$ cat src/rtl/dshm_pkg.sv
// dshm_pkg: constants, sequencer state type and mixing helpers for the
// domain seed hash mixer. No dependencies.
`default_nettype none

package dshm_pkg;

  localparam logic [63:0] FNV_BASIS = 64'hcbf29ce484222325;
  localparam logic [63:0] FNV_PRIME = 64'h00000100000001b3;
  localparam logic [63:0] MIX_GAMMA = 64'h9e3779b97f4a7c15;
  localparam logic [63:0] MIX_MUL1  = 64'hbf58476d1ce4e5b9;
  localparam logic [63:0] MIX_MUL2  = 64'h94d049bb133111eb;

  typedef enum logic [2:0] {
    ST_IDLE,
    ST_FNV_WAIT,
    ST_MIX_PREP,
    ST_MUL1_WAIT,
    ST_MUL2_WAIT,
    ST_DELIVER
  } dshm_state_t;

  // seed into upper half, add gamma, first xor-shift
  function automatic logic [63:0] mix_pre(input logic [31:0] seed_v,
                                          input logic [63:0] hash_v);
    logic [63:0] v;
    v = ({seed_v, 32'd0} ^ hash_v) + MIX_GAMMA;
    return v ^ (v >> 30);
  endfunction

  function automatic logic [31:0] fold_out(input logic [63:0] r);
    logic [63:0] m;
    m = r ^ (r >> 31);
    return m[63:32] ^ m[31:0];
  endfunction

endpackage

`default_nettype wire

$ cat src/rtl/dshm_mul64.sv
// dshm_mul64: low 64 bits of a 64x64 product, built from three passes
// through one registered 32x32 multiplier. Uses dshm_pkg.
`default_nettype none

module dshm_mul64
  import dshm_pkg::*;
(
  input  wire logic        clk,
  input  wire logic        rst,
  input  wire logic        start,
  input  wire logic [63:0] a,
  input  wire logic [63:0] b,
  output logic             done,
  output logic [63:0]      result
);

  logic [63:0] a_q;
  logic [63:0] b_q;
  logic [63:0] prod;
  logic [63:0] acc;
  logic [1:0]  step;
  logic        busy;
  logic [31:0] op_x;
  logic [31:0] op_y;

  // step 0: aL*bL, step 1: aL*bH, step 2: aH*bL
  always_comb begin
    op_x = (step == 2'd2) ? a_q[63:32] : a_q[31:0];
    op_y = (step == 2'd1) ? b_q[63:32] : b_q[31:0];
  end

  always_ff @(posedge clk) begin
    if (rst) begin
      busy <= 1'b0;
      step <= 2'd0;
      done <= 1'b0;
    end else begin
      done <= 1'b0;
      if (start) begin
        busy <= 1'b1;
        step <= 2'd0;
      end else if (busy) begin
        step <= step + 2'd1;
        if (step == 2'd3) begin
          busy <= 1'b0;
          done <= 1'b1;
        end
      end
    end
  end

  always_ff @(posedge clk) begin
    if (start) begin
      a_q <= a;
      b_q <= b;
    end
    if (busy) begin
      prod <= op_x * op_y;
      case (step)
        2'd1:    acc <= prod;
        2'd2:    acc[63:32] <= acc[63:32] + prod[31:0];
        2'd3:    acc[63:32] <= acc[63:32] + prod[31:0];
        default: acc <= acc;
      endcase
    end
  end

  assign result = acc;

endmodule

`default_nettype wire

$ cat src/rtl/domain_seed_hash_mixer_top.sv
// domain_seed_hash_mixer_top: FNV-1a 64 over name bytes, seed mix and
// splitmix64 finish folded to 32 bits. Uses dshm_pkg and dshm_mul64.
//
//   channel   | direction | handshake                 | payload
//   ----------+-----------+---------------------------+--------------------------
//   s_axis    | in        | s_axis_tvalid/tready      | tdata=domain_byte,
//             |           |                           | tuser=has_byte, tlast=last
//   m_axis    | out       | m_axis_tvalid/tready      | tdata=derived_value
//   cfg       | in        | cfg_valid/cfg_ready       | cfg_data=seed
//
// Sequence: an item with a nonzero byte is accepted, hashed in the shared
// multiplier and written back; a skipped byte is only accepted. A last item
// then runs the finalizer (two passes of the multiplier) and delivery.
// The shared 32x32 multiplier sets the rate; input waits while it is busy.
// Reset: synchronous, clears sequencer, hash to offset basis, seed to 0.
// Stalls: a held m_axis result blocks only the next result; bytes keep
// flowing until a new finished result needs the output register.
`default_nettype none

module domain_seed_hash_mixer_top
  import dshm_pkg::*;
(
  input  wire logic        clk,
  input  wire logic        rst,
  // request stream in
  input  wire logic        s_axis_tvalid,
  output logic             s_axis_tready,
  input  wire logic [7:0]  s_axis_tdata,   // [7:0] domain_byte
  input  wire logic        s_axis_tuser,   // [0] has_byte
  input  wire logic        s_axis_tlast,
  // result stream out
  output logic             m_axis_tvalid,
  input  wire logic        m_axis_tready,
  output logic [31:0]      m_axis_tdata,   // [31:0] derived_value
  // seed register write
  input  wire logic        cfg_valid,
  output logic             cfg_ready,
  input  wire logic [31:0] cfg_data
);

  dshm_state_t state;
  dshm_state_t state_next;

  logic [63:0] hash;
  logic        ended;
  logic        last_q;
  logic [31:0] seed;

  logic        mul_start;
  logic [63:0] mul_a;
  logic [63:0] mul_b;
  logic        mul_done;
  logic [63:0] mul_res;

  logic        in_take;
  logic        byte_live;   // byte enters the hash
  logic        byte_term;   // zero byte closes the name
  logic        out_free;

  assign in_take   = s_axis_tvalid && s_axis_tready;
  assign byte_live = s_axis_tuser && !ended && (s_axis_tdata != 8'd0);
  assign byte_term = s_axis_tuser && !ended && (s_axis_tdata == 8'd0);
  assign out_free  = !m_axis_tvalid || m_axis_tready;
  assign cfg_ready = 1'b1;

  dshm_mul64 u_mul (
    .clk    (clk),
    .rst    (rst),
    .start  (mul_start),
    .a      (mul_a),
    .b      (mul_b),
    .done   (mul_done),
    .result (mul_res)
  );

  // next state
  always_comb begin
    state_next = state;
    case (state)
      ST_IDLE: begin
        if (in_take) begin
          if (byte_live)         state_next = ST_FNV_WAIT;
          else if (s_axis_tlast) state_next = ST_MIX_PREP;
        end
      end
      ST_FNV_WAIT: begin
        if (mul_done) state_next = last_q ? ST_MIX_PREP : ST_IDLE;
      end
      ST_MIX_PREP:  state_next = ST_MUL1_WAIT;
      ST_MUL1_WAIT: if (mul_done) state_next = ST_MUL2_WAIT;
      ST_MUL2_WAIT: if (mul_done) state_next = ST_DELIVER;
      ST_DELIVER:   if (out_free) state_next = ST_IDLE;
      default:      state_next = ST_IDLE;
    endcase
  end

  // sequencer outputs: multiplier issue and input ready
  always_comb begin
    s_axis_tready = 1'b0;
    mul_start     = 1'b0;
    mul_a         = hash ^ {56'd0, s_axis_tdata};
    mul_b         = FNV_PRIME;
    case (state)
      ST_IDLE: begin
        s_axis_tready = 1'b1;
        mul_start     = in_take && byte_live;
      end
      ST_MIX_PREP: begin
        mul_start = 1'b1;
        mul_a     = mix_pre(seed, hash);
        mul_b     = MIX_MUL1;
      end
      ST_MUL1_WAIT: begin
        mul_start = mul_done;
        mul_a     = mul_res ^ (mul_res >> 27);
        mul_b     = MIX_MUL2;
      end
      default: begin
        mul_start = 1'b0;
      end
    endcase
  end

  always_ff @(posedge clk) begin
    if (rst) begin
      state         <= ST_IDLE;
      hash          <= FNV_BASIS;
      ended         <= 1'b0;
      last_q        <= 1'b0;
      seed          <= 32'd0;
      m_axis_tvalid <= 1'b0;
    end else begin
      state <= state_next;
      if (cfg_valid && cfg_ready) seed <= cfg_data;
      // load a finished result, else drop valid once it is taken
      if (state == ST_DELIVER && out_free) begin
        m_axis_tvalid <= 1'b1;
      end else if (m_axis_tready) begin
        m_axis_tvalid <= 1'b0;
      end
      case (state)
        ST_IDLE: begin
          if (in_take) begin
            last_q <= s_axis_tlast;
            if (byte_term) ended <= 1'b1;
          end
        end
        ST_FNV_WAIT: begin
          if (mul_done) hash <= mul_res;
        end
        ST_DELIVER: begin
          if (out_free) begin
            hash  <= FNV_BASIS;
            ended <= 1'b0;
          end
        end
        default: begin
          hash <= hash;
        end
      endcase
    end
  end

  // result payload: loaded from the finished multiplier word
  always_ff @(posedge clk) begin
    if (state == ST_DELIVER && out_free) m_axis_tdata <= fold_out(mul_res);
  end

endmodule

`default_nettype wire

$ cat config.mk
export PLATFORM = sky130hd
export DESIGN_NAME = domain_seed_hash_mixer_top
export DESIGN_NICKNAME = d
export VERILOG_FILES = /design/src/rtl/dshm_pkg.sv /design/src/rtl/dshm_mul64.sv /design/src/rtl/domain_seed_hash_mixer_top.sv
export SDC_FILE = /design/constraint.sdc
export NUM_CORES = 2
export LEC_CHECK = 0
export ABC_AREA = 1
export BUFFER_PORTS_ARGS = -buffer_cell sky130_fd_sc_hd__buf_2
export CAP_MARGIN = 20
export CORE_UTILIZATION = 56
export DETAILED_ROUTE_END_ITERATION = 8
export PLACE_DENSITY = 0.77
export SLEW_MARGIN = 30
export SYNTH_ARGS = -nofsm -noshare
export SYNTH_HDL_FRONTEND = slang
export SYNTH_SLANG_ARGS = --single-unit
$ cat constraint.sdc
create_clock -name clk -period 7.95 [get_ports clk]
set_input_delay 1.59 -clock clk [delete_from_list [all_inputs] [get_ports clk]]
set_output_delay 1.59 -clock clk [all_outputs]
set_load 0.02 [all_outputs]
Word-level counts from Yosys, hierarchy flattened
Cells that the tools add are included.
{ "op_classes": {"multipliers": 1, "n_eq_ne": 15, "n_addsub": 3, "n_bitwise": 7, "n_reduce_logical": 25, "mux": 29} }
{ "ops": {"columns": ["operator", "n"], "rows": [
  ["$pmux 64 s2", 3],
  ["$mux 64", 2],
  ["$add 64x64->64 const B", 1],
  ["$mul 32x32->64", 1],
  ["$mux 32", 2],
  ["$pmux 32 s2", 1],
  ["$xor 64x33->64", 1],
  ["$xor 64x34->64", 1],
  ["$xor 64x37->64", 1],
  ["$xor 64x64->64", 1],
  ["$xor 64x8->64", 1],
  ["$add 32x32->32", 1],
  ["$xor 32x32->32", 1],
  ["$mux 3", 7],
  ["$pmux 3 s6", 1],
  ["$mux 1", 10],
  ["$logic_not 8->1", 1],
  ["$reduce_bool 2->1", 4],
  ["$reduce_bool 8->1", 1],
  ["$eq 3x2->1 const B", 2],
  ["$eq 3x3->1 const B", 2],
  ["$logic_and 1x1->1", 6],
  ["$ne 2x1->1 const B", 3],
  ["$ne 2x2->1 const B", 3],
  ["18 further kinds", 23]
]} }
{ "totals": {"elab_cells": 95, "regBits": 394, "output_inout_bits": 35, "in_bits": 47} }

Depth between registers and ports, before layout
{ "logic_depth": {"ltp_word": 6, "mapped_depth": 36, "ltp_nobuf": 34} }

Hierarchy
From an unflattened synthesis, not the netlist that was laid out.
{ "unflattened": {"cells_unflattened": 7388, "hier_area_um2": 57690.3} }
{ "by_module_without_submodules": {"columns": ["mod", "area_each_um2", "instances", "seq_area_each_um2", "cells_per_inst"], "rows": [
  ["dshm_mul64", 45922.8, 1, 7767.4, 5453],
  ["domain_seed_hash_mixer_top", 11767.5, 1, 3002.9, 1935]
]} }

Worst setup path before layout
No wires, ideal clock.
{ "synth_timing": {"path_type": "reg2reg", "from": "register u_mul.step[0]", "to": "register u_mul.prod[52], data pin", "t_arrival_ns": 7.242, "path_buffers": 3, "required_time_ns": 7.689, "stages_incl_launch_ff": 31, "period_less_slack_ns": 7.503, "path_slack_ns": 0.447, "setup_time_ns": 0.261, "cell_sequence": "dfxtp_1 inv_1 ha_1 buf_2 buf_2 o21ai_1 inv_1 clkbuf_1 nor2_1 fa_1 fa_1 fa_1 inv_1 fa_1 inv_1 fa_1 fa_1 fa_1 inv_1 fa_1 inv_1 ha_1 nand2_1 nor2_1 inv_1 nor2_1 inv_1 nor4_1 nand2_1 nand3_1 xor2_1"} }
{ "synth_via": {"elab_chain_cells": 3, "word_cells_on_any_way": 5, "cone_classes": "1 x mul; 2 x eq/ne; 2 x mux"} }
{ "synth_lines": {"columns": ["element", "line_no", "source"], "rows": [
  ["from (decl)", "dshm_mul64.sv:21", "logic [1:0] step;"],
  ["from (signal assigned)", "dshm_mul64.sv:43", "step <= step + 2'd1;"],
  ["$eq 2x2->1 or $eq 2x1->1 (tied branches)", "dshm_mul64.sv:28, dshm_mul64.sv:29", null],
  ["$mux 32 (on tied branches)", "dshm_mul64.sv:28, dshm_mul64.sv:29", null],
  ["$mul 32x32->64 (*)", "dshm_mul64.sv:58", "prod <= op_x * op_y;"],
  ["to (signal assigned)", "dshm_mul64.sv:58", null],
  ["to (decl)", "dshm_mul64.sv:19", "logic [63:0] prod;"]
]} }
Every way passes the cells marked *; elsewhere a longest branch is shown, timed or not.
A chain may end at the register's enable or synchronous reset.

Final worst setup path
{ "layout_timing": {"from": "register u_mul.step[0]", "to": "register u_mul.prod[19], data pin"} }
Same word-level chain as after synthesis.

==> results.md <==
- Outcome: complete, no violations
- Number of buffers added on ports: 80
- Hold buffers post-CTS: 0
- Peak Freq: 127 MHz
- CP endpoint kind: flop
- CP Max Fanout: 6
- Pin count of the biggest net entering global routing: 72
- Clock latency on the worst-skew pair: 0.56 ns
- Num rows: 109
- 1st-pass router iterations: 6
- Tightest Pin Transition: 0.926 ns
- Gpl congestion: 1.07
- Post-DRT Antenna Nets: 0
- WL final: 210 mm
- Startpoint types: flop
- Drt wl/cell: 26.5 um
- Grt total ovfl: 0
- Critical Path RT: 8.38 ns
- Root buf cell: clkbuf_16
- Synth cell count leaders: inv_1, nand2_1, fa_1
- Die H: 303 um
- Net Count, Synth: 7,380
- Vias in the first global route: 45,695
- EDFF count, synth: 229
- Final worst path period need: 7.89 ns
- Post-DP HPWL: 179 mm
- CP max stage delay: 0.65 ns
- Max-Cap Viols: 0
- # IOs: 82
- Crit. Startpoint: u_mul.step[0]
- Initial core utilization: 56.9%
- Final setup fails: 0
- Initial antenna violation count: 5
- Layout cell share with drive strength beyond 1: 17.7%
- CTS clk-pin slew, worst paths: 0.07 ns
- Pre-CTS setup slack: -0.384 ns
- CTS Sinks: 335
- Final hold vios: 0
- Die width: 303 um
- Synthesis Warnings: 0
- First-pass GRT wire length: 301 mm
- DR DRC count: 0
- Final setup margin: 0.0561 ns
- CP max stage cell: fa_2
- Nets: 7,966
- Class of the most critical setup path: flop to flop
- Critical path arrival: 8.33 ns
- Slew HR: 38.3%
- Clock buffer count from CTS: 35
- Tcrit/Tclk final: 99.3%
- Netlist cell types: 50
- Vias per inst: 5.84
- Core area: 0.0891 mm2
- CTS max path bufs: 3
- Reg2Reg Launch Point: u_mul.step[0]
- H-tree levels: 2
- Synthesis-stage register bit count: 335
- 1st-iter DRT viols: 6,568
- Worst Hold Launch: u_mul.prod[14]
- Gr usage total: 46.1%
- Max Slew Vio Count: 0
- Share of the synthesized area in the top cell type: 32.7%
- Sequential area share after synthesis: 17.8%
- Post-Synthesis Cells: 6,142
- Die area: 0.0917 mm2
- CTS tree: built
- Synthesized cell area: 0.0507 mm2
- Most common cell in the netlist: inv_1
- Synth Flop Type: edfxtp_1
- Post-Route Skew: 0.0188 ns
- Synth area leader: fa_1
- Avg Cell Area, Syn: 8.25 um2
- Ranking of synthesized cells by area: fa_1, edfxtp_1, inv_1
- Async S/R FF share, synth: 0%
- Most used cell, CP: fa_1
- Via count: 46,243
- RSZ-0062 raised after global routing: true
- HP Class: flop to flop
- Synth-to-Final Area Change: 17.2%
[logic make-up (layout without fill, tap and decap cells)]
kind of cell | after synthesis | in the layout | share of synthesized area (%)
AND/OR/NAND/NOR | 2239 | 2239 | 18.3
buffers and inverters | 1588 | 2200 | 11.9
adder cells (fa/ha/maj) | 1191 | 1191 | 41.7
AO/OA/AOI/OAI | 574 | 574 | 6.67
flip-flops | 335 | 335 | 17.8
XOR/XNOR | 214 | 214 | 3.76
other | 1 | 4 | 0.00740
[final cells by class]
type	count	area, um2
antenna	3	7.51
clock buffer	45	995
clock inverter	18	199
fill	7505	29600
inverter	1454	5490
multi-input combinational	4219	37000
sequential	335	9000
tap	1165	1460
timing repair buffer	683	5250
[per-stage QoR]
step                setup TNS, ns  cells  hold WS [ns]  area (um2)  utilization [%]
floorplan                       0   6142         0.430       50700                -
global placement            -5.07   7835         0.452       56600             63.5
detailed placement          -8.86   7836         0.450       56600             63.5
CTS                             0   7902         0.476       58200             65.3
global route                -1.18   7920         0.494       59400             66.7
finish                          0   7922         0.475       59400             66.7
[path summary, 6_finish.rpt]
kind	to	slack [ns]	cells after the start
worst min register to register	u_mul.result[14]	0.47	0
worst max-delay path	u_mul.prod[19]	0.06	31
worst min-delay path	u_mul.result[14]	0.47	0
worst max register to register	u_mul.prod[19]	0.06	31
[worst max-delay path: cells and delay by family (launching register included)]
family | cells | cell delay, ns
compound gates | 4 | 0.71
xor+xnor | 1 | 0.41
fa+ha+maj | 10 | 4.30
buf+inv | 14 | 1.74
flops | 1 | 0.38
simple gates | 2 | 0.22
[state kept, by name (all words and copies together), names as in the netlist]
name,cells
u_mul.result,64
u_mul.step,2
hash,64
u_mul.prod,64
state,3
m_axis_tvalid,1
last_q,1
ended,1
u_mul.a_q,64
u_mul.busy,1
seed,32
u_mul.b_q,5
u_mul.done,1
m_axis_tdata,32
[layout by cell type (no fill, tap or decap), drive strengths merged, types with 5 or more instances in the layout]
cell type,instances
or2,25
o22ai,77
edfxtp,229
clkinvlp,11
o221ai,19
clkinv,13
a21boi,5
buf,681
o21bai,31
nand3,231
clkbuf,47
fa,828
nor2,736
ha,363
o21ai,167
o211ai,15
a21o,15
nor4,10
dfxtp,106
inv,1445
nand4,41
a21oi,200
nand2,1148
a31oi,24
xnor2,94
xor2,120
nor3,24
nand3b,24
o21a,11
[timing repair]
item / 4_1_cts / 5_1_grt
buffers inserted: 3 / 14
endpoints found under the setup margin: 46 / 49
cloned: 0 / 2
resized for setup: 105 / 285
pin swaps: 3 / 58
[metal layers]
metal / GRT usage, % / part of all wire, %
met5: 0 / 0.010
met2: 65.7 / 41
met1: 64.0 / 39
met3: 14.4 / 14
met4: 21.4 / 6.0
Power is not shown: default switching activity piles up to over one toggle a cycle in this logic, so the estimate is an artifact.
